`config.mk`:
```
export PLATFORM = sky130hd
export DESIGN_NAME = fsbg_serial_div
export DESIGN_NICKNAME = d
export VERILOG_FILES = /design/src/hw/rtl/faded_sine_beep_generator_unit_macros.svh /design/src/hw/rtl/fsbg_pkg.sv /design/src/hw/rtl/fsbg_serial_div.sv
export SDC_FILE = /design/constraint.sdc
export NUM_CORES = 1
export LEC_CHECK = 0
export BUFFER_PORTS_ARGS = -buffer_cell sky130_fd_sc_hd__buf_4
export CORE_AREA = 8 8 127 129
export CTS_CLUSTER_SIZE = 12
export DETAILED_ROUTE_END_ITERATION = 16
export DIE_AREA = 0 0 135 137
export PLACE_DENSITY_LB_ADDON = 0.3
export SLEW_MARGIN = 40
export SYNTH_ARGS = -nofsm -noshare
export SYNTH_HDL_FRONTEND = slang
export SYNTH_SLANG_ARGS = --single-unit
export TNS_END_PERCENT = 5
```
`constraint.sdc`:
```
create_clock -name i_clk -period 2.5 [get_ports i_clk]
set_input_delay 0.125 -clock i_clk [delete_from_list [all_inputs] [get_ports i_clk]]
set_output_delay 0.125 -clock i_clk [all_outputs]
set_load 0.02 [all_outputs]
```
`src/hw/rtl/faded_sine_beep_generator_unit_macros.svh`:
```
// assertion macros for the faded sine beep generator
// used by the top level only; needs i_clk and i_rst_n in scope
`ifndef FADED_SINE_BEEP_GENERATOR_UNIT_MACROS_SVH
`define FADED_SINE_BEEP_GENERATOR_UNIT_MACROS_SVH

// same-cycle implication, held off during reset
`define FSBG_ASSERT_NOW(label, ante, cons, msg) \
    label: assert property (@(posedge i_clk) disable iff (!i_rst_n) (ante) |-> (cons)) \
        else $error(msg);

// next-cycle implication, held off during reset
`define FSBG_ASSERT_NEXT(label, ante, cons, msg) \
    label: assert property (@(posedge i_clk) disable iff (!i_rst_n) (ante) |=> (cons)) \
        else $error(msg);

`endif

```
`src/hw/rtl/fsbg_pkg.sv`:
```
// shared types, constants and the sine table builder for the beep generator
// no dependencies; imported by every module of the block
package fsbg_pkg;

    // table and amplitude
    localparam int SINE_TABLE_DEPTH = 1024;
    localparam int AMPLITUDE        = 10000;
    localparam int TBL_IDX_W        = $clog2(SINE_TABLE_DEPTH);
    localparam int TBL_W            = 16;

    // field and state widths
    localparam int SMP_W   = 15;
    localparam int FREQ_W  = 15;
    localparam int MS_W    = 16;
    localparam int RATE_W  = 16;
    localparam int PHASE_W = 32;
    localparam int TOTAL_W = 22;
    localparam int FADE_W  = 9;
    localparam int CAP_W   = 10;
    localparam int CAP_SHIFT = 3;  // fade cap is rate * 8 / 1000

    localparam logic [RATE_W-1:0]  DEFAULT_RATE = RATE_W'(16000);
    localparam logic [TOTAL_W-1:0] TOTAL_MAX    = '1;
    localparam logic [FADE_W-1:0]  FADE_MAX     = '1;

    // serial multiplier
    localparam int MUL_W     = 16;
    localparam int MUL_P_W   = 32;
    localparam int MUL_CNT_W = 5;

    // serial divider
    localparam int DIV_DVD_W = 48;
    localparam int DIV_DVS_W = 16;
    localparam int DIV_Q_W   = 32;
    localparam int DIV_CNT_W = 6;
    localparam logic [DIV_DVS_W-1:0] MS_PER_S = DIV_DVS_W'(1000);

    // fade product: magnitude times ramp numerator
    localparam int FPROD_W = TBL_W - 1 + FADE_W;

    // output saturation bounds
    localparam logic signed [TBL_W:0] SMP_HI = (TBL_W+1)'((1 << (SMP_W-1)) - 1);
    localparam logic signed [TBL_W:0] SMP_LO = -SMP_HI - (TBL_W+1)'(1);

    typedef struct packed {
        logic busy;
        logic done;
    } t_unit_stat;

    typedef enum logic [3:0] {
        ST_IDLE,
        ST_DECODE,
        ST_TOT_MUL,
        ST_TOT_DIV,
        ST_CAP_DIV,
        ST_STEP_DIV,
        ST_FADE_MUL,
        ST_FADE_DIV,
        ST_EMIT
    } t_state;

    typedef logic signed [TBL_W-1:0] t_sine_tab [SINE_TABLE_DEPTH];

    localparam logic [63:0] TAB_D       = 64'(SINE_TABLE_DEPTH);
    localparam logic [63:0] PI_HALF_Q62 = 64'h6487ED5110B4611A;

    // (a*b) >> 62 for q62 values below two
    function automatic logic [63:0] mul_q62(input logic [63:0] a, input logic [63:0] b);
        logic [127:0] p;
        p = 128'(a) * 128'(b);
        return p[125:62];
    endfunction

    // restoring long division, one quotient bit per pass
    function automatic logic [63:0] udiv64(input logic [63:0] n, input logic [63:0] d);
        logic [63:0] q;
        logic [64:0] rem;
        q = '0;
        rem = '0;
        for (int b = 63; b >= 0; b--) begin
            rem = {rem[63:0], n[b]};
            if (rem >= {1'b0, d}) begin
                rem = rem - {1'b0, d};
                q[b] = 1'b1;
            end
        end
        return q;
    endfunction

    // rounded amplitude * sin(pi/2 * u / depth), taylor series in q62
    function automatic int quarter_sine(input logic [63:0] u);
        logic [63:0] x;
        logic [63:0] x2;
        logic [63:0] term;
        logic [63:0] sum;
        logic [63:0] s40;
        if (u == 64'd0) return 0;
        if (u == TAB_D) return AMPLITUDE;
        if (64'd3 * u == TAB_D) return (AMPLITUDE + 1) / 2;
        x = (PI_HALF_Q62 / TAB_D) * u + ((PI_HALF_Q62 % TAB_D) * u) / TAB_D;
        x2 = mul_q62(x, x);
        term = x;
        sum = x;
        for (int n = 1; n <= 12; n++) begin
            term = udiv64(mul_q62(term, x2), 64'(2 * n) * 64'(2 * n + 1));
            if ((n % 2) == 1) sum = sum - term;
            else sum = sum + term;
        end
        s40 = sum >> 22;
        return int'((s40 * 64'(AMPLITUDE) + (64'd1 << 39)) >> 40);
    endfunction

    // full-wave table from quarter-wave symmetry
    function automatic t_sine_tab build_sine_tab();
        t_sine_tab tab;
        logic [63:0] q;
        logic [63:0] r;
        logic [63:0] u;
        int v;
        for (int k = 0; k < SINE_TABLE_DEPTH; k++) begin
            q = (64'd4 * 64'(k)) / TAB_D;
            r = 64'd4 * 64'(k) - q * TAB_D;
            u = q[0] ? TAB_D - r : r;
            v = quarter_sine(u);
            tab[k] = (q >= 64'd2) ? TBL_W'(-v) : TBL_W'(v);
        end
        return tab;
    endfunction

endpackage

```
`src/hw/rtl/fsbg_serial_div.sv`:
```
// restoring divider, one quotient bit per cycle, keeps the low quotient bits
// depends on fsbg_pkg
module fsbg_serial_div (
    input  logic                           i_clk,
    input  logic                           i_rst_n,
    input  logic                           i_start,
    input  logic [fsbg_pkg::DIV_DVD_W-1:0] i_dividend,  // left aligned
    input  logic [fsbg_pkg::DIV_CNT_W-1:0] i_steps,
    input  logic [fsbg_pkg::DIV_DVS_W-1:0] i_divisor,
    output fsbg_pkg::t_unit_stat           o_stat,
    output logic [fsbg_pkg::DIV_Q_W-1:0]   o_quotient
);
    import fsbg_pkg::*;

    logic [DIV_DVD_W-1:0] r_dvd;
    logic [DIV_DVS_W-1:0] r_dvs;
    logic [DIV_DVS_W-1:0] r_rem;
    logic [DIV_DVS_W-1:0] n_rem;
    logic [DIV_Q_W-1:0]   r_quo;
    logic [DIV_CNT_W-1:0] r_cnt;
    logic                 r_busy;
    logic                 r_done;
    logic [DIV_DVS_W:0]   trial;
    logic [DIV_DVS_W:0]   diff;
    logic                 ge;
    logic                 load;

    assign load = i_start && !r_busy;

    // trial subtract of the shifted partial remainder
    assign trial = {r_rem, r_dvd[DIV_DVD_W-1]};
    assign diff  = trial - {1'b0, r_dvs};
    assign ge    = trial >= {1'b0, r_dvs};
    assign n_rem = ge ? diff[DIV_DVS_W-1:0] : trial[DIV_DVS_W-1:0];

    // control
    always_ff @(posedge i_clk) begin
        if (!i_rst_n) begin
            r_busy <= 1'b0;
            r_done <= 1'b0;
            r_cnt  <= '0;
        end else begin
            r_done <= 1'b0;
            if (load) begin
                r_busy <= 1'b1;
                r_cnt  <= i_steps;
            end else if (r_busy) begin
                r_cnt <= r_cnt - DIV_CNT_W'(1);
                if (r_cnt == DIV_CNT_W'(1)) begin
                    r_busy <= 1'b0;
                    r_done <= 1'b1;
                end
            end
        end
    end

    // datapath
    always_ff @(posedge i_clk) begin
        if (load) begin
            r_dvd <= i_dividend;
            r_dvs <= i_divisor;
            r_rem <= '0;
            r_quo <= '0;
        end else if (r_busy) begin
            r_dvd <= {r_dvd[DIV_DVD_W-2:0], 1'b0};
            r_rem <= n_rem;
            r_quo <= {r_quo[DIV_Q_W-2:0], ge};
        end
    end

    assign o_stat     = '{busy: r_busy, done: r_done};
    assign o_quotient = r_quo;

endmodule

```
==> results by group, run 1 <==
Status
  • Status: completed

Setup path
  • R2R setup slack: 10 ps
  • Crit path launch type: flop
  • Cell chain of the critical path: inv_1, ha_4, a21o_1, a21oi_2, o21ai_2, a311oi_2, a31oi_2, a31oi_1, nor4_1, or3b_1
  • Reg2reg path depth: 10
  • Largest delay contributor family on the critical path: compound AO/OA/AOI/OAI gates
  • Critical Path RT: 2780 ps
  • Critical path type: flop to flop
  • CP Max Fanout: 5
  • Crit path max-delay cell type: a311oi_2
  • Crit path DAT: 2770 ps
  • FF-to-FF End: r_rem[15]
  • Slowest Stage Delay on Critical Path: 410 ps
  • WP depth: 10
  • Worst setup EP type: flop
  • Critical Path Sink: r_rem[15]
  • Crit path buffers/inverters: 1
  • R2r startpoint: r_dvs[3]
  • Worst setup path startpoint: r_dvs[3]

Placed design
  • Post-DP HPWL: 8262 µm
  • GPL Wtd Cong: 0.8526
  • Post-placement cell area: 6516 µm²
  • Placed cell count: 777
  • PortBufs: 106

Job
  • Max-Cap Viols: 0

Detailed routing
  • DRT iter0 DRCs: 176
  • M1 wire length: 5371 µm
  • Drt pass-1 iters: 4
  • Via Count: 4067
  • DR WL met3: 910 µm
  • ANT nets after route: 0
  • Highest metal used: met4
  • # DRC: 0
  • Drt wl/cell: 14.65 µm
  • Met2 Wirelength: 5685 µm
  • Routed Wire Length: 12150 µm
  • Via-per-instance ratio: 4.906

Pwr
  • Switching part of the total: 28.97%
  • Net Switching: 1.975 mW
  • Comb power frac: 26.9%
  • Leak: 3.056 nW
  • Power density over the cells: 924.7 nW/µm²
  • Pint: 4.844 mW
  • Total power: 6.819 mW
  • Clk pwr share: 36.2%
  • Seq pwr share: 36.9%
  • Worst VDD drop: 0.0005928 V

Timing
  • F_max: 401.6 MHz
  • Final Hold Violating Endpoints: 0
  • Final Setup Violations: 0
  • Unrepaired setup endpoints after global routing: yes
  • Tmin final: 2490 ps
  • Rel. slew slack: 66.75%
  • Clk_skew: 10.23 ps
  • Post-route clock period utilization: 99.61%
  • Worst Tran Pin Value: 497.0 ps
  • Max Slew Vio Count: 0

Global routing
  • First-pass GRT wire length: 19820 µm
  • Total Routing Usage GR: 13.39%
  • Largest net degree at the start of global routing: 65
  • Vias in the first global route: 4079
  • Initial antenna violation count: 0
  • Total grt overflow: 0

Layout
  • Layout cells sized above 1: 32.09%
  • Commonest non-fill, non-tap cell in the layout: buf_4
  • Most frequent cells in the layout: buf_4, nand2_1, edfxtp_1
  • N_diodes: 0
  • Design area: 7375 µm²
  • Layout Cells excl Fill: 829
  • Area growth, synth to finish: 33.95%
  • Final core occ: 51.92%
  • Final #Nets: 725

CTS
  • CTS Sinks: 120
  • Worst skew pair latency: 410 ps
  • Clk slew on worst S/H paths: 60 ps
  • CTS tree: yes
  • CTS Buf Count: 17
  • Clock root buffer: clkbuf_16
  • Number of H-tree levels: 4
  • Worst-case clock buffer depth: 2

Logic synthesis
  • Synth cell types: 46
  • Synthesized Nets: 596
  • Synthesized area per cell: 10.92 µm²
  • Number of synthesized flops with an enable pin: 64
  • Ys async rst share: 0%
  • Mapped cell area: 5505 µm²
  • Warnings from Yosys: 0
  • Sequential share of the synthesized area: 55.27%
  • FF+latch count, synth: 120
  • Post-synthesis cell count: 504
  • Leading register cell type out of synthesis: edfxtp_1

Die
  • Initial Util: 38.76%
  • Die Width: 135 µm
  • Site Rows: 44
  • Die area: 18500 µm²
  • CORE AREA: 14200 µm²
  • Die height: 137 µm
  • # IOs: 107

Hold path
  • Worst Hold Launch: i_dividend[41]
  • Min-Delay Path Depth: 2
  • HP Class: input port to flop
## area by class of cell
| class | count | area (µm²) |
|---|---|---|
| clock buffer | 25 | 574.3 |
| clock inverter | 6 | 43.79 |
| fill | 1294 | 6829 |
| inverter | 28 | 105.1 |
| multi-input combinational | 328 | 2255 |
| sequential | 120 | 3043 |
| tap | 184 | 230.2 |
| timing repair buffer | 138 | 1124 |
## worst reg2reg max path, stage by stage, from the launching register on
cell and delay (ps):
edfxtp_1 370, inv_1 120, ha_4 230, a21o_1 190, a21oi_2 140, o21ai_2 100
a311oi_2 410, a31oi_2 160, a31oi_1 200, nor4_1 80, or3b_1 380
## worst min-delay path by stage
stage          slack [ps]        end
2_1_floorplan         220   r_dvs[0]
3_3_place_gp          300   r_dvs[5]
3_5_place_dp          300   r_dvs[3]
4_1_cts               0.8  r_dvd[44]
5_1_grt                 1  r_dvd[20]
6_report               20  r_dvd[41]
## power by group through the flow
stage                     Combinational, mW  Clock, mW  Sequential [mW]
after detailed placement               1.74          0             2.55
after CTS                              1.80       2.52             2.51
after floorplan                        1.31          0             2.52
after global routing                   2.02       2.61             2.55
final                                  1.84       2.47             2.52
after global placement                 1.70          0             2.54
## per-stage QoR
stage          TNS (ps)  worst slack, ps  hold slack [ps]
4_1_cts               0            20.28           0.8263
6_report              0            9.794            21.46
5_1_grt          -37.49           -33.07            1.275
3_5_place_dp     -18.34           -18.34            304.6
3_3_place_gp          0            70.30            304.7
2_1_floorplan         0            273.4            223.9
## cells by family after synthesis
| family | share of synthesized area [%] |
|---|---|
| and+or+nand+nor | 10.32 |
| DFF | 55.27 |
| AOI/OAI and AO/OA | 10.95 |
| muxes | 11.80 |
| buffers and inverters | 4.500 |
| adders and majority gates | 4.455 |
| xor gates and xnor gates | 2.704 |
## registers in the layout, indices dropped and copies added, names as in the netlist
name        count
o_quotient     32
r_busy          1
r_cnt           6
r_done          1
r_dvd          48
r_dvs          16
r_rem          16
## what timing repair did
item                                   4_1_cts  5_1_grt
setup endpoints to repair                    1       12
endpoints found under the hold margin       22        0
hold buffers                                20        0
pin swaps                                    1        4
resized for setup                            0        5
setup buffers                                1        0
## per-layer routing
layer	track usage (%)	vias up
li1	-	2034
met1	16.17	1885
met2	20.82	129
met3	5.433	19
met4	5.552	0
met5	0	-
## synth_stat cells, types with 6 or more instances
cell | instances | area share (%)
dfxtp_1 | 56 | 20
xnor2_1 | 12 | 1.9
edfxtp_1 | 64 | 35
mux2_2 | 47 | 9.6
mux2i_1 | 12 | 2.2
nor2_1 | 7 | 0.48
clkbuf_1 | 19 | 1.3
a21oi_1 | 15 | 1.4
nand2_1 | 103 | 7.0
inv_1 | 27 | 1.8
ha_1 | 18 | 4.1
a21o_1 | 6 | 0.82
o21ai_0 | 54 | 4.9
Note: power is estimated with default switching activity, not from simulation.
==> inputs of run 2 (changes only) <==
REMOVE_ABC_BUFFERS = 1   (was default)
==> run 2 against run 1 <==
Clock-buffer cell count grew 2. Worst setup slack gained 140 ps. Cell area grew 0.19%. Sequential power is essentially flat. Flip-flop and latch count is the same. Final cell count grew 0.97%. Via count shrank 0.98%. Critical endpoint unchanged. Highest routed layer unchanged.
==> results by group, run 2 (synthesis results as in run 1) <==
Timing
  • Final Setup Violations: 0
  • F_max: 424.9 MHz
  • Clk_skew: 8.589 ps
  • Max Slew Vio Count: 0
  • Rel. slew slack: 54.78%
  • Worst Tran Pin Value: 677.4 ps
  • Final Hold Violating Endpoints: 0
  • Tmin final: 2354 ps
  • Post-route clock period utilization: 94.14%
  • Worst Hold Margin: 20.66 ps
  • Final worst slack: 146.4 ps

Die
  • Initial Util: 38.76%
  • Site Rows: 44
  • Die area: 18500 µm²
  • Die height: 137 µm
  • # IOs: 107
  • CORE AREA: 14200 µm²
  • Die Width: 135 µm

CTS
  • CTS Sinks: 120
  • CTS tree: yes
  • Clock root buffer: clkbuf_16
  • CTS Buf Count: 17
  • Worst skew pair latency: 410 ps
  • Worst-case clock buffer depth: 2
  • Number of H-tree levels: 4
  • Clk slew on worst S/H paths: 50 ps

Status
  • Status: completed

Setup path
  • Worst setup EP type: flop
  • Crit path buffers/inverters: 1
  • Crit path max-delay cell type: or3b_1
  • CP Max Fanout: 5
  • Critical path type: flop to flop
  • Slowest Stage Delay on Critical Path: 370 ps
  • Crit path DAT: 2640 ps
  • Largest delay contributor family on the critical path: compound AO/OA/AOI/OAI gates
  • Cell chain of the critical path: inv_1, ha_4, a21o_1, a21oi_2, o21ai_2, a311oi_2, a31oi_2, a31oi_1, nor4_1, or3b_1
  • Critical Path RT: 2780 ps
  • Crit path launch type: flop

Global routing
  • First-pass GRT wire length: 19530 µm
  • Total Routing Usage GR: 13.29%
  • Initial antenna violation count: 0
  • Total grt overflow: 0
  • Largest net degree at the start of global routing: 57
  • Vias in the first global route: 4092

Layout
  • Max reg flops: 48
  • Area growth, synth to finish: 34.20%
  • Layout cells sized above 1: 31.70%
  • N_diodes: 0
  • Largest Register: r_dvd
  • Final #Nets: 732
  • Commonest non-fill, non-tap cell in the layout: buf_4
  • Most frequent cells in the layout: buf_4, nand2_1, edfxtp_1

Placed design
  • GPL Wtd Cong: 0.8768
  • Post-DP HPWL: 8292 µm
  • PortBufs: 106
  • Setup WS pre-CTS: -15.38 ps

Detailed routing
  • Drt wl/cell: 14.49 µm
  • Routed Wire Length: 12130 µm
  • Via Count: 4027
  • Via-per-instance ratio: 4.811
  • DRT iter0 DRCs: 230
  • ANT nets after route: 0
  • # DRC: 0
  • Drt pass-1 iters: 4

Hold path
  • HP Class: input port to flop

Pwr
  • Power density over the cells: 900.6 nW/µm²
  • Worst VDD drop: 0.0004939 V
  • Leak: 3.068 nW

Job
  • Max-Cap Viols: 0
run 2: changes by cell type in the layout (fill, tap and decap cells not counted), sizes merged:
| cell | before | now |
|---|---|---|
| clkinvlp | 1 | 0 |
| inv | 31 | 29 |
| clkinv | 2 | 4 |
| clkbuf | 25 | 27 |
| buf | 118 | 120 |
| dlygate4sd3 | 20 | 25 |
run 2: layout make-up:
cell class                 count  area (µm²)
inverter                      28       105.1
timing repair buffer         145        1180
fill                        1260        6815
tap                          184       230.2
clock buffer                  27       545.5
multi-input combinational    328        2255
clock inverter                 5       30.03
sequential                   120        3043
run 2: through the flow:
| step | std cells | total power [mW] | utilization [%] | TNS [ps] | area (µm²) |
|---|---|---|---|---|---|
| global route | 837 | 7.018 | 52.02 | -24.90 | 7388 |
| global placement | 777 | 4.183 | 45.79 | 0 | 6504 |
| finish | 837 | 6.654 | 52.02 | 0 | 7388 |
| floorplan | 476 | 3.763 | - | -154980 | 5363 |
| CTS | 832 | 6.640 | 51.44 | 0 | 7307 |
| detailed placement | 777 | 4.234 | 45.79 | -53.81 | 6504 |
run 2: path summary, 6_finish.rpt:
check,from,endpoint,slack (ps),cells after the start
min,i_dividend[9],r_dvd[9],20,2
min reg2reg,o_quotient[31],o_quotient[31],470,2
max,r_dvs[3],r_rem[15],150,10
max reg2reg,r_dvs[3],r_rem[15],150,10
run 2: per-layer routing:
| metal | global-route usage [%] | vias to the layer above | part of all wire, % |
|---|---|---|---|
| li1 | - | 2042 | - |
| met1 | 15.23 | 1885 | 44 |
| met2 | 20.96 | 85 | 48 |
| met3 | 6.645 | 15 | 7.3 |
| met4 | 4.997 | 0 | 1.3 |
| met5 | 0 | - | 0 |
run 2: what timing repair did:
| item | CTS | global route |
|---|---|---|
| endpoints found under the hold margin | 25 | 3 |
| hold buffers | 22 | 3 |
| endpoints found under the setup margin | 10 | 13 |
| gates resized for setup | 0 | 8 |
| pin swaps | 1 | 4 |
| setup buffers | 1 | 2 |
run 2: report_power, final:
group | total (mW) | internal [mW] | switching [mW]
logic | 1.80 | 0.867 | 0.938
registers | 2.52 | 2.37 | 0.149
clock network | 2.33 | 1.49 | 0.839
total | 6.65 | 4.73 | 1.93
==> inputs of run 3 (changes only) <==
clock period = 2.2 ns   (was 2.5 ns; I/O delays follow)
==> run 3 against run 2 <==
The flow now finishes with violations (negative setup slack). Register-to-register slack got worse by 230 ps. Global-route usage rose by 1.9 points. Cell area rose by 10%. Core utilization rose by 5.3 points. Sequential power rose by 14%. Final cell count rose by 7.6%. Die area did not move. Flip-flop and latch count did not move. Maximum frequency rose by 3.0%. Power rose by 27%. Largest cell class unchanged.
==> results by group, run 3 (synthesis results as in run 1) <==
Status
  • Status: complete, but fails checks
  • Failing checks: negative setup slack

Timing
  • Final Hold Violating Endpoints: 0
  • Final worst slack: -84.07 ps
  • Post-route clock period utilization: 103.8%
  • Rel. slew slack: 66.42%
  • F_max: 437.8 MHz
  • Final Setup Violations: 8
  • Worst Tran Pin Value: 502.0 ps
  • Max Slew Vio Count: 0
  • Unrepaired setup endpoints after global routing: yes
  • Clk_skew: 13.88 ps
  • Tmin final: 2284 ps
  • Final TNS setup: -232.1 ps

Pwr
  • Seq pwr share: 34.2%
  • Switching part of the total: 29.89%
  • Net Switching: 2.516 mW
  • Comb power frac: 33.7%
  • Total power: 8.420 mW
  • Leak: 3.380 nW
  • Pint: 5.903 mW
  • Power density over the cells: 1034 nW/µm²
  • Worst VDD drop: 0.0006763 V
  • Clk pwr share: 32.1%

Detailed routing
  • DRT iter0 DRCs: 234
  • Via-per-instance ratio: 4.895
  • Drt wl/cell: 15.41 µm
  • DR WL met3: 872 µm
  • Highest metal used: met4
  • ANT nets after route: 0
  • # DRC: 0
  • Met2 Wirelength: 7069 µm
  • Via Count: 4410
  • Routed Wire Length: 13890 µm
  • M1 wire length: 5713 µm
  • Drt pass-1 iters: 4

Layout
  • Fill count: 1197
  • Max reg flops: 48
  • Seq. cell area: 3043 µm²
  • Commonest non-fill, non-tap cell in the layout: buf_4
  • Layout Cells excl Fill: 901
  • Area of the multi-input gates: 2432 µm²
  • Layout cells sized above 1: 35.89%
  • Most frequent cells in the layout: buf_4, nand2_1, edfxtp_1
  • Area growth, synth to finish: 47.89%
  • Final #Nets: 795
  • Largest Register: r_dvd

Die
  • Die Width: 135 µm
  • Initial Util: 38.76%
  • Die height: 137 µm
  • CORE AREA: 14200 µm²
  • Die area: 18500 µm²
  • Site Rows: 44
  • # IOs: 107

Global routing
  • First-pass GRT wire length: 22630 µm
  • Total Routing Usage GR: 15.23%
  • Largest net degree at the start of global routing: 56
  • Vias in the first global route: 4622
  • Total grt overflow: 0
  • Initial antenna violation count: 1

Job
  • Max-Cap Viols: 0

CTS
  • Clock root buffer: clkbuf_16
  • Number of H-tree levels: 4
  • CTS Buf Count: 17
  • Worst skew pair latency: 420 ps
  • CTS Sinks: 120
  • CTS tree: yes
  • Worst-case clock buffer depth: 2
  • Clk slew on worst S/H paths: 50 ps

Hold path
  • HP Class: input port to flop

Setup path
  • Critical Path RT: 2490 ps
  • Cell chain of the critical path: inv_2, ha_4, a21o_1, a21oi_2, o21ai_4, a311oi_2, a31oi_1, a31oi_1, nor4_1, or3b_1
  • Worst setup EP type: flop
  • CP Max Fanout: 3
  • Crit path launch type: flop
  • Most frequent cell on the critical path: a31oi_1
  • Slowest Stage Delay on Critical Path: 380 ps
  • Crit path DAT: 2570 ps
  • R2R setup slack: -80 ps
  • Critical path type: flop to flop
  • Crit path max-delay cell type: edfxtp_1

Placed design
  • Post-DP HPWL: 8728 µm
  • GPL Wtd Cong: 0.9098
  • Placed cell count: 800
  • Setup WS pre-CTS: -232.3 ps
  • PortBufs: 106
[run 3: path summary, 6_finish.rpt]
kind         cells after the start           start   endpoint
min                              2  i_dividend[26]  r_dvd[26]
max                             10        r_dvs[3]  r_rem[15]
min reg2reg                      2        r_rem[9]   r_rem[9]
max reg2reg                     10        r_dvs[3]  r_rem[15]
[run 3: critical path: cells and delay by family (launching register included)]
family | cells | cell delay [ps]
AOI/OAI and AO/OA | 6 | 1070
adders and majority gates | 1 | 210
buffers and inverters | 1 | 80
DFF | 1 | 380
and+or+nand+nor | 2 | 430
[run 3: layout make-up]
cell class              count  share of cell area [%]
flip-flops and latches    120                   37.38
clock inverters             5                  0.3381
multi-input cells         328                   29.88
well taps                 184                   2.828
inverters                  28                   1.291
repair buffers            208                   21.42
diodes                      1                 0.03074
clock buffers              27                   6.839
[run 3: timing repair]
action                                  in CTS  in global routing
hold buffers                                60                  0
gates resized for setup                     33                 20
setup buffers                                4                  4
pin swaps                                   16                 10
hold endpoints to repair                    66                  0
endpoints found under the setup margin      16                 17
[run 3: power groups by stage]
stage	clock network [mW]	registers, mW	logic (mW)
3_5_place_dp	0	2.89	2.22
5_1_grt	2.83	2.92	3.10
4_1_cts	2.74	2.86	2.59
2_1_floorplan	0	2.88	1.39
3_3_place_gp	0	2.88	2.16
6_report	2.70	2.88	2.84
[run 3: metrics by stage]
step	utilization, %	area [µm²]	hold slack (ps)
2_1_floorplan	-	5363	208.9
3_5_place_dp	47.00	6676	289.7
5_1_grt	57.32	8142	5.574
3_3_place_gp	47.00	6676	289.3
6_report	57.32	8142	16.70
4_1_cts	56.53	8029	0.08585
[run 3: per-layer routing]
| layer | GRT usage [%] | vias to the layer above |
|---|---|---|
| li1 | - | 2177 |
| met1 | 17.01 | 2092 |
| met2 | 25.82 | 119 |
| met3 | 5.800 | 22 |
| met4 | 5.984 | 0 |
| met5 | 0 | - |
