<file path="config.mk">
export PLATFORM = sky130hd
export DESIGN_NAME = fsbg_serial_mul
export DESIGN_NICKNAME = d
export VERILOG_FILES = /design/src/hw/rtl/faded_sine_beep_generator_unit_macros.svh /design/src/hw/rtl/fsbg_pkg.sv /design/src/hw/rtl/fsbg_serial_mul.sv
export SDC_FILE = /design/constraint.sdc
export NUM_CORES = 1
export LEC_CHECK = 0
export CORE_ASPECT_RATIO = 0.9
export CORE_UTILIZATION = 35
export CTS_CLUSTER_DIAMETER = 200
export DETAILED_ROUTE_END_ITERATION = 12
export DONT_BUFFER_PORTS = 1
export PLACE_DENSITY_LB_ADDON = 0.1
export SLEW_MARGIN = 10
export SYNTH_ARGS = -nofsm -noshare
export SYNTH_HDL_FRONTEND = slang
export SYNTH_SLANG_ARGS = --single-unit
</file>
<file path="constraint.sdc">
create_clock -name i_clk -period 7.2 [get_ports i_clk]
set_input_delay 0.36 -clock i_clk [delete_from_list [all_inputs] [get_ports i_clk]]
set_output_delay 0.36 -clock i_clk [all_outputs]
set_load 0.005 [all_outputs]
</file>
<file path="src/hw/rtl/faded_sine_beep_generator_unit_macros.svh">
// assertion macros for the faded sine beep generator
// used by the top level only; needs i_clk and i_rst_n in scope
`ifndef FADED_SINE_BEEP_GENERATOR_UNIT_MACROS_SVH
`define FADED_SINE_BEEP_GENERATOR_UNIT_MACROS_SVH

// same-cycle implication, held off during reset
`define FSBG_ASSERT_NOW(label, ante, cons, msg) \
    label: assert property (@(posedge i_clk) disable iff (!i_rst_n) (ante) |-> (cons)) \
        else $error(msg);

// next-cycle implication, held off during reset
`define FSBG_ASSERT_NEXT(label, ante, cons, msg) \
    label: assert property (@(posedge i_clk) disable iff (!i_rst_n) (ante) |=> (cons)) \
        else $error(msg);

`endif

</file>
<file path="src/hw/rtl/fsbg_pkg.sv">
// shared types, constants and the sine table builder for the beep generator
// no dependencies; imported by every module of the block
package fsbg_pkg;

    // table and amplitude
    localparam int SINE_TABLE_DEPTH = 1024;
    localparam int AMPLITUDE        = 10000;
    localparam int TBL_IDX_W        = $clog2(SINE_TABLE_DEPTH);
    localparam int TBL_W            = 16;

    // field and state widths
    localparam int SMP_W   = 15;
    localparam int FREQ_W  = 15;
    localparam int MS_W    = 16;
    localparam int RATE_W  = 16;
    localparam int PHASE_W = 32;
    localparam int TOTAL_W = 22;
    localparam int FADE_W  = 9;
    localparam int CAP_W   = 10;
    localparam int CAP_SHIFT = 3;  // fade cap is rate * 8 / 1000

    localparam logic [RATE_W-1:0]  DEFAULT_RATE = RATE_W'(16000);
    localparam logic [TOTAL_W-1:0] TOTAL_MAX    = '1;
    localparam logic [FADE_W-1:0]  FADE_MAX     = '1;

    // serial multiplier
    localparam int MUL_W     = 16;
    localparam int MUL_P_W   = 32;
    localparam int MUL_CNT_W = 5;

    // serial divider
    localparam int DIV_DVD_W = 48;
    localparam int DIV_DVS_W = 16;
    localparam int DIV_Q_W   = 32;
    localparam int DIV_CNT_W = 6;
    localparam logic [DIV_DVS_W-1:0] MS_PER_S = DIV_DVS_W'(1000);

    // fade product: magnitude times ramp numerator
    localparam int FPROD_W = TBL_W - 1 + FADE_W;

    // output saturation bounds
    localparam logic signed [TBL_W:0] SMP_HI = (TBL_W+1)'((1 << (SMP_W-1)) - 1);
    localparam logic signed [TBL_W:0] SMP_LO = -SMP_HI - (TBL_W+1)'(1);

    typedef struct packed {
        logic busy;
        logic done;
    } t_unit_stat;

    typedef enum logic [3:0] {
        ST_IDLE,
        ST_DECODE,
        ST_TOT_MUL,
        ST_TOT_DIV,
        ST_CAP_DIV,
        ST_STEP_DIV,
        ST_FADE_MUL,
        ST_FADE_DIV,
        ST_EMIT
    } t_state;

    typedef logic signed [TBL_W-1:0] t_sine_tab [SINE_TABLE_DEPTH];

    localparam logic [63:0] TAB_D       = 64'(SINE_TABLE_DEPTH);
    localparam logic [63:0] PI_HALF_Q62 = 64'h6487ED5110B4611A;

    // (a*b) >> 62 for q62 values below two
    function automatic logic [63:0] mul_q62(input logic [63:0] a, input logic [63:0] b);
        logic [127:0] p;
        p = 128'(a) * 128'(b);
        return p[125:62];
    endfunction

    // restoring long division, one quotient bit per pass
    function automatic logic [63:0] udiv64(input logic [63:0] n, input logic [63:0] d);
        logic [63:0] q;
        logic [64:0] rem;
        q = '0;
        rem = '0;
        for (int b = 63; b >= 0; b--) begin
            rem = {rem[63:0], n[b]};
            if (rem >= {1'b0, d}) begin
                rem = rem - {1'b0, d};
                q[b] = 1'b1;
            end
        end
        return q;
    endfunction

    // rounded amplitude * sin(pi/2 * u / depth), taylor series in q62
    function automatic int quarter_sine(input logic [63:0] u);
        logic [63:0] x;
        logic [63:0] x2;
        logic [63:0] term;
        logic [63:0] sum;
        logic [63:0] s40;
        if (u == 64'd0) return 0;
        if (u == TAB_D) return AMPLITUDE;
        if (64'd3 * u == TAB_D) return (AMPLITUDE + 1) / 2;
        x = (PI_HALF_Q62 / TAB_D) * u + ((PI_HALF_Q62 % TAB_D) * u) / TAB_D;
        x2 = mul_q62(x, x);
        term = x;
        sum = x;
        for (int n = 1; n <= 12; n++) begin
            term = udiv64(mul_q62(term, x2), 64'(2 * n) * 64'(2 * n + 1));
            if ((n % 2) == 1) sum = sum - term;
            else sum = sum + term;
        end
        s40 = sum >> 22;
        return int'((s40 * 64'(AMPLITUDE) + (64'd1 << 39)) >> 40);
    endfunction

    // full-wave table from quarter-wave symmetry
    function automatic t_sine_tab build_sine_tab();
        t_sine_tab tab;
        logic [63:0] q;
        logic [63:0] r;
        logic [63:0] u;
        int v;
        for (int k = 0; k < SINE_TABLE_DEPTH; k++) begin
            q = (64'd4 * 64'(k)) / TAB_D;
            r = 64'd4 * 64'(k) - q * TAB_D;
            u = q[0] ? TAB_D - r : r;
            v = quarter_sine(u);
            tab[k] = (q >= 64'd2) ? TBL_W'(-v) : TBL_W'(v);
        end
        return tab;
    endfunction

endpackage

</file>
<file path="src/hw/rtl/fsbg_serial_mul.sv">
// bit-serial shift-add multiplier, one multiplier bit per cycle, msb first
// depends on fsbg_pkg
module fsbg_serial_mul (
    input  logic                           i_clk,
    input  logic                           i_rst_n,
    input  logic                           i_start,
    input  logic [fsbg_pkg::MUL_W-1:0]     i_mcand,
    input  logic [fsbg_pkg::MUL_W-1:0]     i_mlt,     // left aligned
    input  logic [fsbg_pkg::MUL_CNT_W-1:0] i_steps,
    output fsbg_pkg::t_unit_stat           o_stat,
    output logic [fsbg_pkg::MUL_P_W-1:0]   o_product
);
    import fsbg_pkg::*;

    logic [MUL_P_W-1:0]   r_acc;
    logic [MUL_P_W-1:0]   n_acc;
    logic [MUL_W-1:0]     r_mcand;
    logic [MUL_W-1:0]     r_mlt;
    logic [MUL_CNT_W-1:0] r_cnt;
    logic                 r_busy;
    logic                 r_done;
    logic                 load;

    assign load = i_start && !r_busy;

    // one shift-add step
    assign n_acc = {r_acc[MUL_P_W-2:0], 1'b0}
                 + (r_mlt[MUL_W-1] ? MUL_P_W'(r_mcand) : '0);

    // control
    always_ff @(posedge i_clk) begin
        if (!i_rst_n) begin
            r_busy <= 1'b0;
            r_done <= 1'b0;
            r_cnt  <= '0;
        end else begin
            r_done <= 1'b0;
            if (load) begin
                r_busy <= 1'b1;
                r_cnt  <= i_steps;
            end else if (r_busy) begin
                r_cnt <= r_cnt - MUL_CNT_W'(1);
                if (r_cnt == MUL_CNT_W'(1)) begin
                    r_busy <= 1'b0;
                    r_done <= 1'b1;
                end
            end
        end
    end

    // datapath
    always_ff @(posedge i_clk) begin
        if (load) begin
            r_acc   <= '0;
            r_mcand <= i_mcand;
            r_mlt   <= i_mlt;
        end else if (r_busy) begin
            r_acc <= n_acc;
            r_mlt <= {r_mlt[MUL_W-2:0], 1'b0};
        end
    end

    assign o_stat    = '{busy: r_busy, done: r_done};
    assign o_product = r_acc;

endmodule

</file>
==> results of run 1 <==
## metal layers
layer / vias to the layer above / GRT usage / routed length (um) / share of wire
met3: 12 / 0.0664 / 663 / 0.067
met2: 69 / 0.287 / 4470 / 0.45
met5: - / 0 / 0 / 0
met4: 0 / 0.0569 / 122 / 0.012
met1: 1440 / 0.218 / 4650 / 0.47
li1: 1503 / - / - / -
## final cells by class
type                            count  area share
Tap cell                          152      0.0432
Inverter                            9     0.00768
Multi-Input combinational cell    300       0.478
Sequential cell                    71       0.396
Timing Repair Buffer                2     0.00341
Clock buffer                       11      0.0529
Clock inverter                      5      0.0188
## cells in the final DEF, fill, tap and decap left out, types with 4 or more instances in the layout
cell / instances
sky130_fd_sc_hd__o21ai_1: 4
sky130_fd_sc_hd__or3_1: 9
sky130_fd_sc_hd__and2_1: 18
sky130_fd_sc_hd__a32oi_1: 6
sky130_fd_sc_hd__clkbuf_16: 9
sky130_fd_sc_hd__xor2_1: 5
sky130_fd_sc_hd__o211ai_1: 6
sky130_fd_sc_hd__a21oi_1: 15
sky130_fd_sc_hd__inv_1: 8
sky130_fd_sc_hd__a21o_1: 6
sky130_fd_sc_hd__edfxtp_1: 32
sky130_fd_sc_hd__nand4_1: 7
sky130_fd_sc_hd__a32o_1: 7
sky130_fd_sc_hd__xnor2_1: 8
sky130_fd_sc_hd__o21a_1: 5
sky130_fd_sc_hd__mux2_2: 15
sky130_fd_sc_hd__and3_1: 8
sky130_fd_sc_hd__ha_1: 17
sky130_fd_sc_hd__nor2_1: 15
sky130_fd_sc_hd__o22ai_1: 5
sky130_fd_sc_hd__dfxtp_1: 39
sky130_fd_sc_hd__o21ai_0: 16
sky130_fd_sc_hd__nand2_1: 48
sky130_fd_sc_hd__nor3_1: 10
sky130_fd_sc_hd__nand3_1: 16
## state kept, by name (all words and copies together), names as in the netlist
| register | flops |
|---|---|
| r_mcand | 16 |
| r_mlt | 16 |
| r_busy | 1 |
| r_done | 1 |
| o_product | 32 |
| r_cnt | 5 |
## worst max-delay path by stage
stage / endpoint / start
2_1_floorplan: o_product[27]$_SDFFE_PP0P_ / r_mlt[15]$_DFFE_PP_
3_3_place_gp: o_product[27]$_SDFFE_PP0P_ / r_mlt[15]$_DFFE_PP_
3_5_place_dp: o_product[29]$_SDFFE_PP0P_ / r_mlt[15]$_DFFE_PP_
4_1_cts: o_product[19]$_SDFFE_PP0P_ / r_mlt[15]$_DFFE_PP_
5_1_grt: o_product[19]$_SDFFE_PP0P_ / r_mlt[15]$_DFFE_PP_
6_report: o_product[19]$_SDFFE_PP0P_ / r_mlt[15]$_DFFE_PP_
## metrics by stage
stage | utilization | instances | power, mW | worst slack [ns] | instance area (sq um)
after CTS | 0.404 | 550 | 1.24 | 4.09 | 4400
final | 0.404 | 550 | 1.22 | 4.15 | 4400
after global routing | 0.404 | 550 | 1.28 | 3.94 | 4400
after detailed placement | 0.375 | 534 | 0.750 | 4.11 | 4080
after floorplan | - | 397 | 0.696 | 4.58 | 3950
after global placement | 0.375 | 534 | 0.748 | 4.18 | 4080
## cell families after synthesis
group,count (synthesis)
adders and majority gates,18
and+or+nand+nor,147
DFF,71
AOI/OAI and AO/OA,104
xor gates and xnor gates,13
buffers and inverters,26
muxes,18
## where the power goes
part / internal [mW] / switching, mW / total (mW)
clock: 0.304 / 0.175 / 0.479
combinational: 0.0951 / 0.130 / 0.225
sequential: 0.471 / 0.0432 / 0.515
total: 0.871 / 0.348 / 1.22
==> reports/results.md, run 1 <==
| Parameter | Reported |
|---|---|
| Outcome | complete, no violations |
| Synthesized area divided by synthesized cell count | 9.94 sq um |
| Predominant post-synthesis flop cell | sky130_fd_sc_hd__dfxtp_1 |
| TritonCTS clock tree | built |
| RD Place Congestion | 0.775 |
| Overall routed net length | 9.90 mm |
| Number of cell rows | 36 |
| Top post-synthesis cells by count | 48 x sky130_fd_sc_hd__nand2_1, 39 x sky130_fd_sc_hd__dfxtp_1, 32 x sky130_fd_sc_hd__edfxtp_1 |
| Per-cell routed wire length | 18.0 um |
| Total congestion overflow after global routing | 0 |
| H-tree depth reported by CTS | 3 |
| Register-to-Register Setup Slack | 4.15 ns |
| FILL cells | 1102 |
| Data arrival time of the critical path | 3.28 ns |
| Clock tree root buffer cell | sky130_fd_sc_hd__clkbuf_16 |
| Die height | 103 um |
| Max clock buf depth | 2 |
| Syn Inst Count | 397 |
| Top-area cell type share of the netlist area | 0.244 |
| End of the worst hold path | r_mcand[0]$_DFFE_PP_ |
| Core Region | 0.0109 sq mm |
| Register cell area after layout | 0.00174 sq mm |
| Clock skew after layout | 0.00890 ns |
| Overall die area | 0.0117 sq mm |
| Stages on worst setup path | 9 |
| Buffers on Ports | 0 |
| Unrepaired setup endpoints after global routing | false |
| Min-Delay Startpoint | i_mcand[0] |
| Number of remaining DRC errors | 0 |
| Number of buffers added by the clock tree synthesis step | 9 |
| Multiplexer share of the synthesized area | 0.0504 |
| Iteration-0 DRC count of the detailed router | 166 |
| Setup fix buffers added after clock tree synthesis | 0 |
| Worst hold path depth | 0 |
| Pin count of the biggest net entering global routing | 37 |
| Clock insertion delay at the later pin of the skew report | 0.34 ns |
| Initial cell density of the core | 0.362 |
| Startpoint types | flop |
| Areal power density over the cells | 277 mW/mm^2 |
| Cell with the most instances after synthesis | sky130_fd_sc_hd__nand2_1 |
| Post-cts resize count | 0 |
| Sinks on the clock net | 71 |
| Detailed-route via count | 3024 |
| Final Slew Violations | 0 |
| Count of inserted antenna diode cells | 0 |
| Antenna violations before repair | 0 |
| Share of the cycle needed by the critical path after routing | 0.424 |
| Maximum clock rate | 328 MHz |
| Number of nets in the finished design | 451 |
| Hold violation count in the final report | 0 |
| End of the worst register-to-register path | o_product[19]$_SDFFE_PP0P_ |
| Hold WS | 0.116 ns |
| Dominant combinational cell family by area after synthesis | compound AO/OA/AOI/OAI gates |
| Maximum vdd ir drop | 0.185 mV |
| Final Setup Violations | 0 |
| Number of global-route vias before repair | 2967 |
| Syn-to-layout area delta | 11.5% |
| Flip-flop and latch count after synthesis | 71 |
| Total area of multi-input combinational cells | 0.00210 sq mm |
| Mapped Nets | 455 |
| Crit end category | flop |
| Worst Max-Slew Pin Slew | 1.16 ns |
| Global-route wire length before repair | 15.6 mm |
| Clock-pin slew reported for the worst setup and hold paths after clock tree synthesis | 0.06 ns |
| HP Class | primary input to flop |
| Critical path required time | 7.43 ns |
| Fraction of the mapped netlist area in adder cells | 0.0590 |
| Worst rel slew slack | 0.220 |
| Number of library cell types mapped by synthesis | 63 |
| Slowest stage cell on the critical path | sky130_fd_sc_hd__edfxtp_1 |
| Via/cell ratio | 5.50 |
| Startpoint of the most critical register-to-register path | r_mlt[15]$_DFFE_PP_ |
| Sequence of cells on the critical path | and2_1 -> ha_1 -> fa_1 -> a211oi_2 -> o21ai_2 -> o211ai_4 -> a211oi_1 -> or3_1 -> a32o_1 |
| Post-synth EDFFs | 32 |
| Most area-consuming cells after synthesis | sky130_fd_sc_hd__edfxtp_1 24%, sky130_fd_sc_hd__dfxtp_1 20%, sky130_fd_sc_hd__ha_1 5.4% |
| Fraction of synthesis flops using an asynchronous set or reset pin | 0 |
| Worst r2r path cells | 9 |
| Proportion of layout cells with a drive suffix above 1 | 0.113 |
| Buffers plus inverters on the worst setup path | 0 |
| Count of synthesis-stage warnings from yosys | 0 |
| Drt first pass iters | 4 |
| Setup total negative slack | 0 ns |
| Chip Width | 114 um |
| Post-synth design cell area | 0.00395 sq mm |
| GRT Resource Usage Total | 0.176 |
| CP Class | flop to flop |
| Leak pwr | 1.62 nW |
| Hold-fix buffers, CTS | 0 |
| Maximum Capacitance Violations | 0 |
| Highest fanout seen on the critical path | 16 |
| Simple-gate portion of the synthesized area | 0.189 |
| Cell family with the largest share of critical-path delay | compound AO/OA/AOI/OAI gates |
| Post-layout minimum cycle time | 3.05 ns |
| Xor/xnor share of the synthesized area | 0.0289 |
| Slowest Stage Delay on Critical Path | 0.57 ns |
| Count of nets left with antenna violations after detail routing | 0 |
| I/O pin count | 74 |
| Yosys top cell by area | sky130_fd_sc_hd__edfxtp_1 |
| DPL Wire Length | 6.88 mm |
| Compound-cell area share of the yosys netlist | 0.203 |
| Seq/Total Area, Yosys | 0.441 |
No activity file was read; power rests on OpenSTA's default activity.
==> run 2: changes to the inputs <==
--- a/config.mk
+++ b/config.mk
@@ -5,6 +5,7 @@
 export SDC_FILE = /design/constraint.sdc
 export NUM_CORES = 1
 export LEC_CHECK = 0
+export ABC_AREA = 1
 export CORE_ASPECT_RATIO = 0.9
 export CORE_UTILIZATION = 35
 export CTS_CLUSTER_DIAMETER = 200
==> constraint.sdc (replaced) <==
create_clock -name i_clk -period 3.1 [get_ports i_clk]
set_input_delay 0.155 -clock i_clk [delete_from_list [all_inputs] [get_ports i_clk]]
set_output_delay 0.155 -clock i_clk [all_outputs]
set_load 0.005 [all_outputs]
==> run 2 against run 1 <==
  * Sequential power grew 130%
  * Register-to-register slack lost 3.5 ns
  * Clock skew shrank 0.0025 ns
  * Largest power group unchanged
==> reports/results.md, run 2 <==
| Parameter | Reported |
|---|---|
| Outcome | complete, no violations |
| Count of placed standard cells including taps | 738 |
| Maximum vdd ir drop | 0.470 mV |
| Iteration-0 DRC count of the detailed router | 176 |
| Clock tree root buffer cell | sky130_fd_sc_hd__clkbuf_16 |
| I/O pin count | 74 |
| Via/cell ratio | 4.71 |
| Areal power density over the cells | 535 mW/mm^2 |
| Total congestion overflow after global routing | 0 |
| Maximum Capacitance Violations | 0 |
| Initial cell density of the core | 0.361 |
| Data arrival time of the critical path | 2.68 ns |
| Simple-gate portion of the synthesized area | 0.359 |
| Fraction of synthesis flops using an asynchronous set or reset pin | 0 |
| Buffers on Ports | 0 |
| Sinks on the clock net | 71 |
| Cell Int Power | 1.87 mW |
| Overall die area | 0.0123 sq mm |
| CP Class | flop to flop |
| Most area-consuming cells after synthesis | sky130_fd_sc_hd__edfxtp_1 23%, sky130_fd_sc_hd__nand2_1 22%, sky130_fd_sc_hd__dfxtp_1 19% |
| Sw Pwr | 0.782 mW |
| Global-route wire length before repair | 18.3 mm |
| Final Setup Violations | 0 |
| Number of cell rows | 37 |
| Clock-pin slew reported for the worst setup and hold paths after clock tree synthesis | 0.06 ns |
| Seq/Total Area, Yosys | 0.419 |
| Utilization after layout | 0.429 |
| Compound-cell area share of the yosys netlist | 0.0677 |
| Predominant post-synthesis flop cell | sky130_fd_sc_hd__dfxtp_1 |
| Die height | 105 um |
| Pin count of the biggest net entering global routing | 37 |
| Detailed-route via count | 3718 |
| Mapped Nets | 652 |
| DPL Wire Length | 8.07 mm |
| Count of nets left with antenna violations after detail routing | 0 |
| Clock group share of total power | 0.395 |
| Number of remaining DRC errors | 0 |
| Commonest cells after routing, fill and taps aside | 247 x sky130_fd_sc_hd__nand2_1, 78 x sky130_fd_sc_hd__inv_1, 41 x sky130_fd_sc_hd__nand3_1, 39 x sky130_fd_sc_hd__dfxtp_1 |
| Clock skew after layout | 0.00639 ns |
| Proportion of layout cells with a drive suffix above 1 | 0.0569 |
| Fraction of the mapped netlist area in adder cells | 0.0559 |
| H-tree depth reported by CTS | 3 |
| Multiplexer share of the synthesized area | 0 |
| Clock insertion delay at the later pin of the skew report | 0.34 ns |
| Post-synth EDFFs | 32 |
| Register cell area after layout | 0.00174 sq mm |
| Post-layout minimum cycle time | 2.44 ns |
| Top-area cell type share of the netlist area | 0.231 |
| Number of library cell types mapped by synthesis | 38 |
| Critical path required time | 3.34 ns |
| TritonCTS clock tree | built |
| Per-cell routed wire length | 13.9 um |
| Drt first pass iters | 6 |
| RD Place Congestion | 0.832 |
| Hold WS | 0.0236 ns |
| Worst Max-Slew Pin Slew | 0.762 ns |
| Max clock buf depth | 2 |
| Hold violation count in the final report | 0 |
| Sequential cell fraction of total power | 0.440 |
| Setup WS pre-CTS | 0.701 ns |
| Setup total negative slack | 0 ns |
| Syn Inst Count | 594 |
| Unrepaired setup endpoints after global routing | false |
| Final Slew Violations | 0 |
| Count of synthesis-stage warnings from yosys | 0 |
| Share of total power consumed by net switching | 0.295 |
| Count of inserted antenna diode cells | 0 |
| Cell with the most instances after synthesis | sky130_fd_sc_hd__nand2_1 |
| Flip-flop and latch count after synthesis | 71 |
| GRT Resource Usage Total | 0.197 |
| Worst rel slew slack | 0.492 |
| Register-to-Register Setup Slack | 0.66 ns |
| Overall routed net length | 11.0 mm |
| FILL cells | 1225 |
| Top post-synthesis cells by count | 247 x sky130_fd_sc_hd__nand2_1, 78 x sky130_fd_sc_hd__inv_1, 41 x sky130_fd_sc_hd__nand3_1 |
| Number of nets in the finished design | 686 |
| Flip-flop count of the largest register after layout | 32 |
| HP Class | primary input to flop |
| Post-route worst setup slack | 0.662 ns |
| Synthesized area divided by synthesized cell count | 7.00 sq um |
| Crit end category | flop |
| Number of global-route vias before repair | 3594 |
| Logic gate share of total power | 0.165 |
| Startpoint types | flop |
| Maximum clock rate | 410 MHz |
| Count of non-filler cells in the finished layout | 789 |
| Xor/xnor share of the synthesized area | 0.00842 |
| Most common cell after layout, fill and taps aside | sky130_fd_sc_hd__nand2_1 |
| Core Region | 0.0115 sq mm |
| Syn-to-layout area delta | 19.0% |
| Number of buffers added by the clock tree synthesis step | 9 |
| Dominant combinational cell family by area after synthesis | simple AND/OR/NAND/NOR gates |
| Leak pwr | 2.48 nW |
| Yosys top cell by area | sky130_fd_sc_hd__edfxtp_1 |
| Post-synth design cell area | 0.00416 sq mm |
| Antenna violations before repair | 0 |
| Highest fanout seen on the critical path | 16 |
| Chip Width | 117 um |
| Total area of multi-input combinational cells | 0.00204 sq mm |
| Share of the cycle needed by the critical path after routing | 0.786 |
[run 2: layout make-up]
type | count | area share
flip-flops and latches | 71 | 0.352
multi-input cells | 427 | 0.413
inverters | 82 | 0.0622
repair buffers | 37 | 0.0738
clock buffers | 9 | 0.0455
well taps | 156 | 0.0394
clock inverters | 7 | 0.0147
[run 2: power by group through the flow]
stage / Sequential [mW] / Clock [mW] / Combinational, mW
floorplan: 1.15 / 0 / 0.322
global placement: 1.19 / 0 / 0.399
detailed placement: 1.19 / 0 / 0.404
CTS: 1.17 / 1.09 / 0.441
global route: 1.18 / 1.12 / 0.504
finish: 1.17 / 1.05 / 0.436
[run 2: cell families after synthesis]
| kind of cell | count (synthesis) |
|---|---|
| AND/OR/NAND/NOR | 356 |
| buffers and inverters | 96 |
| flip-flops | 71 |
| AO/OA/AOI/OAI | 49 |
| adder cells (fa/ha/maj) | 18 |
| XOR/XNOR | 4 |
[run 2: stage by stage]
stage                     power, mW  cell area (sq um)
final                          2.65               4950
after detailed placement       1.59               4300
after global placement         1.59               4300
after global routing           2.80               4950
after floorplan                1.47               4160
after CTS                      2.70               4950
[run 2: worst paths after layout]
check             depth (start not counted)                          to                  startpoint
setup reg to reg                         14  o_product[31]$_SDFFE_PP0P_         r_mlt[15]$_DFFE_PP_
hold / removal                            4       r_cnt[1]$_SDFFE_PN0P_                  i_steps[1]
hold reg to reg                           2  o_product[31]$_SDFFE_PP0P_  o_product[31]$_SDFFE_PP0P_
setup / recovery                         14  o_product[31]$_SDFFE_PP0P_         r_mlt[15]$_DFFE_PP_
[run 2: worst max-delay path, stage by stage, from the launching register on]
cell and delay (ns):
sky130_fd_sc_hd__edfxtp_1 0.67, sky130_fd_sc_hd__nand2_1 0.16, sky130_fd_sc_hd__inv_1 0.05, sky130_fd_sc_hd__ha_1 0.20, sky130_fd_sc_hd__fa_1 0.40, sky130_fd_sc_hd__nand2_1 0.13
sky130_fd_sc_hd__nand2_1 0.06, sky130_fd_sc_hd__nand3b_1 0.07, sky130_fd_sc_hd__nand2_1 0.10, sky130_fd_sc_hd__nand2_1 0.10, sky130_fd_sc_hd__nand2_2 0.09, sky130_fd_sc_hd__nand2_1 0.09
sky130_fd_sc_hd__nand3_1 0.07, sky130_fd_sc_hd__nand3_1 0.08, sky130_fd_sc_hd__nand2_1 0.05
[run 2: per-layer routing]
metal	up-vias	part of all wire	global-route usage
li1	1954	-	-
met5	-	0	0
met4	0	0.011	0.0524
met3	8	0.052	0.0661
met2	81	0.45	0.303
met1	1675	0.49	0.261
[run 2: timing repair]
| item | CTS | global route |
|---|---|---|
| setup buffers | 0 | 0 |
| resized for setup | 0 | 0 |
| hold buffers | 35 | 0 |
| endpoints found under the setup margin | 0 | 0 |
| hold endpoints to repair | 36 | 0 |
==> run 3: changes to the inputs <==
--- a/config.mk
+++ b/config.mk
@@ -5,7 +5,7 @@
 export SDC_FILE = /design/constraint.sdc
 export NUM_CORES = 1
 export LEC_CHECK = 0
-export ABC_AREA = 1
+export ABC_AREA = 0
 export CORE_ASPECT_RATIO = 0.9
 export CORE_UTILIZATION = 35
 export CTS_CLUSTER_DIAMETER = 200
==> constraint.sdc (replaced) <==
create_clock -name i_clk -period 2.3 [get_ports i_clk]
set_input_delay 0.115 -clock i_clk [delete_from_list [all_inputs] [get_ports i_clk]]
set_output_delay 0.115 -clock i_clk [all_outputs]
set_load 0.005 [all_outputs]
==> run 3 against run 2 <==
  * Setup slack got worse by 0.94 ns
  * Sequential share of layout area down 4.2 points
  * Global-route usage decreased by 0.78 points
  * Combinational power rose to 2.7 times the previous value
  * Clock-buffer cell count unchanged
  * Critical path type unchanged
  * Via count shrank 6.9%
  * Critical path depth down 4
  * Routed wire length shrank 0.20%
  * Largest cell class unchanged
  * First-iteration DRC count rose by 31%
  * Non-clock buffer count is 64 higher
  * The run now ends with setup timing left
==> reports/results.md, run 3 (synthesis gave the netlist of run 1 again) <==
| Parameter | Reported |
|---|---|
| Placed instance area | 0.00453 sq mm |
| Hold WS | 0.0161 ns |
| Count of nets left with antenna violations after detail routing | 0 |
| Failing checks | setup timing |
| Slowest stage cell on the critical path | sky130_fd_sc_hd__edfxtp_1 |
| CP Class | flop to flop |
| Commonest cells after routing, fill and taps aside | 61 x sky130_fd_sc_hd__buf_4, 43 x sky130_fd_sc_hd__nand2_1, 39 x sky130_fd_sc_hd__dfxtp_1, 33 x sky130_fd_sc_hd__dlygate4sd3_1, 32 x sky130_fd_sc_hd__edfxtp_1 |
| Overall die area | 0.0117 sq mm |
| Cell family with the largest share of critical-path delay | compound AO/OA/AOI/OAI gates |
| End of the worst register-to-register path | o_product[27]$_SDFFE_PP0P_ |
| Maximum Capacitance Violations | 0 |
| Crit end category | flop |
| Post-route worst setup slack | -0.276 ns |
| Most common cell after layout, fill and taps aside | sky130_fd_sc_hd__buf_4 |
| TritonCTS clock tree | built |
| Final Slew Violations | 0 |
| Number of nets in the finished design | 550 |
| Number of buffers added by the clock tree synthesis step | 9 |
| Proportion of layout cells with a drive suffix above 1 | 0.322 |
| Worst hold path depth | 1 |
| Sequential cell fraction of total power | 0.396 |
| Syn-to-layout area delta | 42.5% |
| Setup WS pre-CTS | -0.352 ns |
| Post-layout minimum cycle time | 2.58 ns |
| Number of remaining DRC errors | 0 |
| Critical path required time | 2.53 ns |
| Unrepaired setup endpoints after global routing | true |
| Via/cell ratio | 5.33 |
| Antenna violations before repair | 0 |
| Total congestion overflow after global routing | 0 |
| Buffers on Ports | 0 |
| Sequence of cells on the critical path | and2_1 -> ha_2 -> fa_2 -> a211oi_2 -> o21ai_2 -> o211ai_4 -> buf_12 -> a2111oi_4 -> or3_1 -> a32o_1 |
| Share of total power consumed by net switching | 0.306 |
| Sw Pwr | 1.25 mW |
| I/O pin count | 74 |
| Setup total negative slack | -3.11 ns |
| Slowest Stage Delay on Critical Path | 0.40 ns |
| Clock tree root buffer cell | sky130_fd_sc_hd__clkbuf_16 |
| Cell Int Power | 2.84 mW |
| Count of non-filler cells in the finished layout | 649 |
| Count of placed standard cells including taps | 588 |
| Global-route wire length before repair | 17.0 mm |
| Total power of the final layout | 4.09 mW |
| Startpoint of the most critical register-to-register path | r_mlt[15]$_DFFE_PP_ |
| Clock group share of total power | 0.315 |
| Per-cell routed wire length | 16.9 um |
| H-tree depth reported by CTS | 3 |
| Overall routed net length | 10.9 mm |
| Areal power density over the cells | 728 mW/mm^2 |
| GRT Resource Usage Total | 0.189 |
| Worst Max-Slew Pin Slew | 0.484 ns |
| Maximum vdd ir drop | 0.518 mV |
| Core Region | 0.0109 sq mm |
| Clock-pin slew reported for the worst setup and hold paths after clock tree synthesis | 0.06 ns |
| Count of inserted antenna diode cells | 0 |
| Clock insertion delay at the later pin of the skew report | 0.34 ns |
| Clock skew after layout | 0.00888 ns |
| Number of cell rows | 36 |
| RD Place Congestion | 0.805 |
| Share of the cycle needed by the critical path after routing | 1.12 |
| Worst rel slew slack | 0.676 |
| DPL Wire Length | 7.47 mm |
| Sinks on the clock net | 71 |
| Buffers plus inverters on the worst setup path | 1 |
| Hold violation count in the final report | 0 |
| Worst r2r path cells | 10 |
| End of the worst hold path | r_mlt[15]$_DFFE_PP_ |
| Outcome | finished with violations |
| Maximum clock rate | 388 MHz |
| Cell area after layout | 0.00562 sq mm |
| Iteration-0 DRC count of the detailed router | 231 |
| Die height | 103 um |
| Pin count of the biggest net entering global routing | 25 |
| Chip Width | 114 um |
| Drt first pass iters | 6 |
| Startpoint types | flop |
| Logic gate share of total power | 0.289 |
| Max clock buf depth | 2 |
| HP Class | primary input to flop |
| Detailed-route via count | 3462 |
| Utilization after layout | 0.516 |
| Flip-flop count of the largest register after layout | 32 |
| Leak pwr | 2.09 nW |
| Final Setup Violations | 21 |
| Number of global-route vias before repair | 3340 |
| Min-Delay Startpoint | i_mlt[15] |
| Highest fanout seen on the critical path | 6 |
| Register-to-Register Setup Slack | -0.28 ns |
| Initial cell density of the core | 0.362 |
| Data arrival time of the critical path | 2.81 ns |
run 3: cell count changes in the layout (fill, tap and decap cells not counted), sizes merged, moves of 7 or more:
cell   previous run  this run
nor2             39        16
nand2           253        48
xnor2             1         8
buf               2        68
nand3            41        16
or3               0         9
inv              83         9
and3              1         8
and2              2        18
mux2              0        15
run 3: cell type report:
cell class	count	area, sq um
Clock buffer	9	225
Timing Repair Buffer	101	893
Multi-Input combinational cell	300	2490
Tap cell	152	190
Clock inverter	7	48.8
Fill cell	1015	5280
Inverter	9	33.8
Sequential cell	71	1740
run 3: worst max path at each step:
| stage | from | cells past startpoint | end | slack (ns) |
|---|---|---|---|---|
| 6_report | r_mlt[15]$_DFFE_PP_ | 10 | o_product[27]$_SDFFE_PP0P_ | -0.28 |
| 5_1_grt | r_mlt[15]$_DFFE_PP_ | 10 | o_product[29]$_SDFFE_PP0P_ | -0.34 |
| 4_1_cts | r_mlt[15]$_DFFE_PP_ | 9 | o_product[29]$_SDFFE_PP0P_ | -0.30 |
| 3_5_place_dp | r_mlt[15]$_DFFE_PP_ | 9 | o_product[29]$_SDFFE_PP0P_ | -0.35 |
| 3_3_place_gp | r_mlt[15]$_DFFE_PP_ | 8 | o_product[29]$_SDFFE_PP0P_ | -0.31 |
| 2_1_floorplan | r_mlt[15]$_DFFE_PP_ | 9 | o_product[29]$_SDFFE_PP0P_ | -0.25 |
run 3: what timing repair did:
action                     CTS  global route
pin swaps                    6            29
setup buffers                4             8
gates resized for setup     35            39
hold buffers                33             0
setup endpoints to repair   21            22
hold endpoints to repair    46             0
run 3: power by group through the flow:
stage / Sequential (mW) / Combinational [mW] / Clock, mW
2_1_floorplan: 1.59 / 0.594 / 0
3_3_place_gp: 1.62 / 0.926 / 0
3_5_place_dp: 1.62 / 0.925 / 0
4_1_cts: 1.62 / 1.08 / 1.33
5_1_grt: 1.64 / 1.29 / 1.38
6_report: 1.62 / 1.18 / 1.29
run 3: per-layer routing:
metal / track usage / vias to the layer above / wire length, um
li1: - / 1705 / -
met1: 0.243 / 1661 / 5070
met2: 0.306 / 87 / 5110
met3: 0.0588 / 9 / 646
met4: 0.0559 / 0 / 110
met5: 0 / - / 0
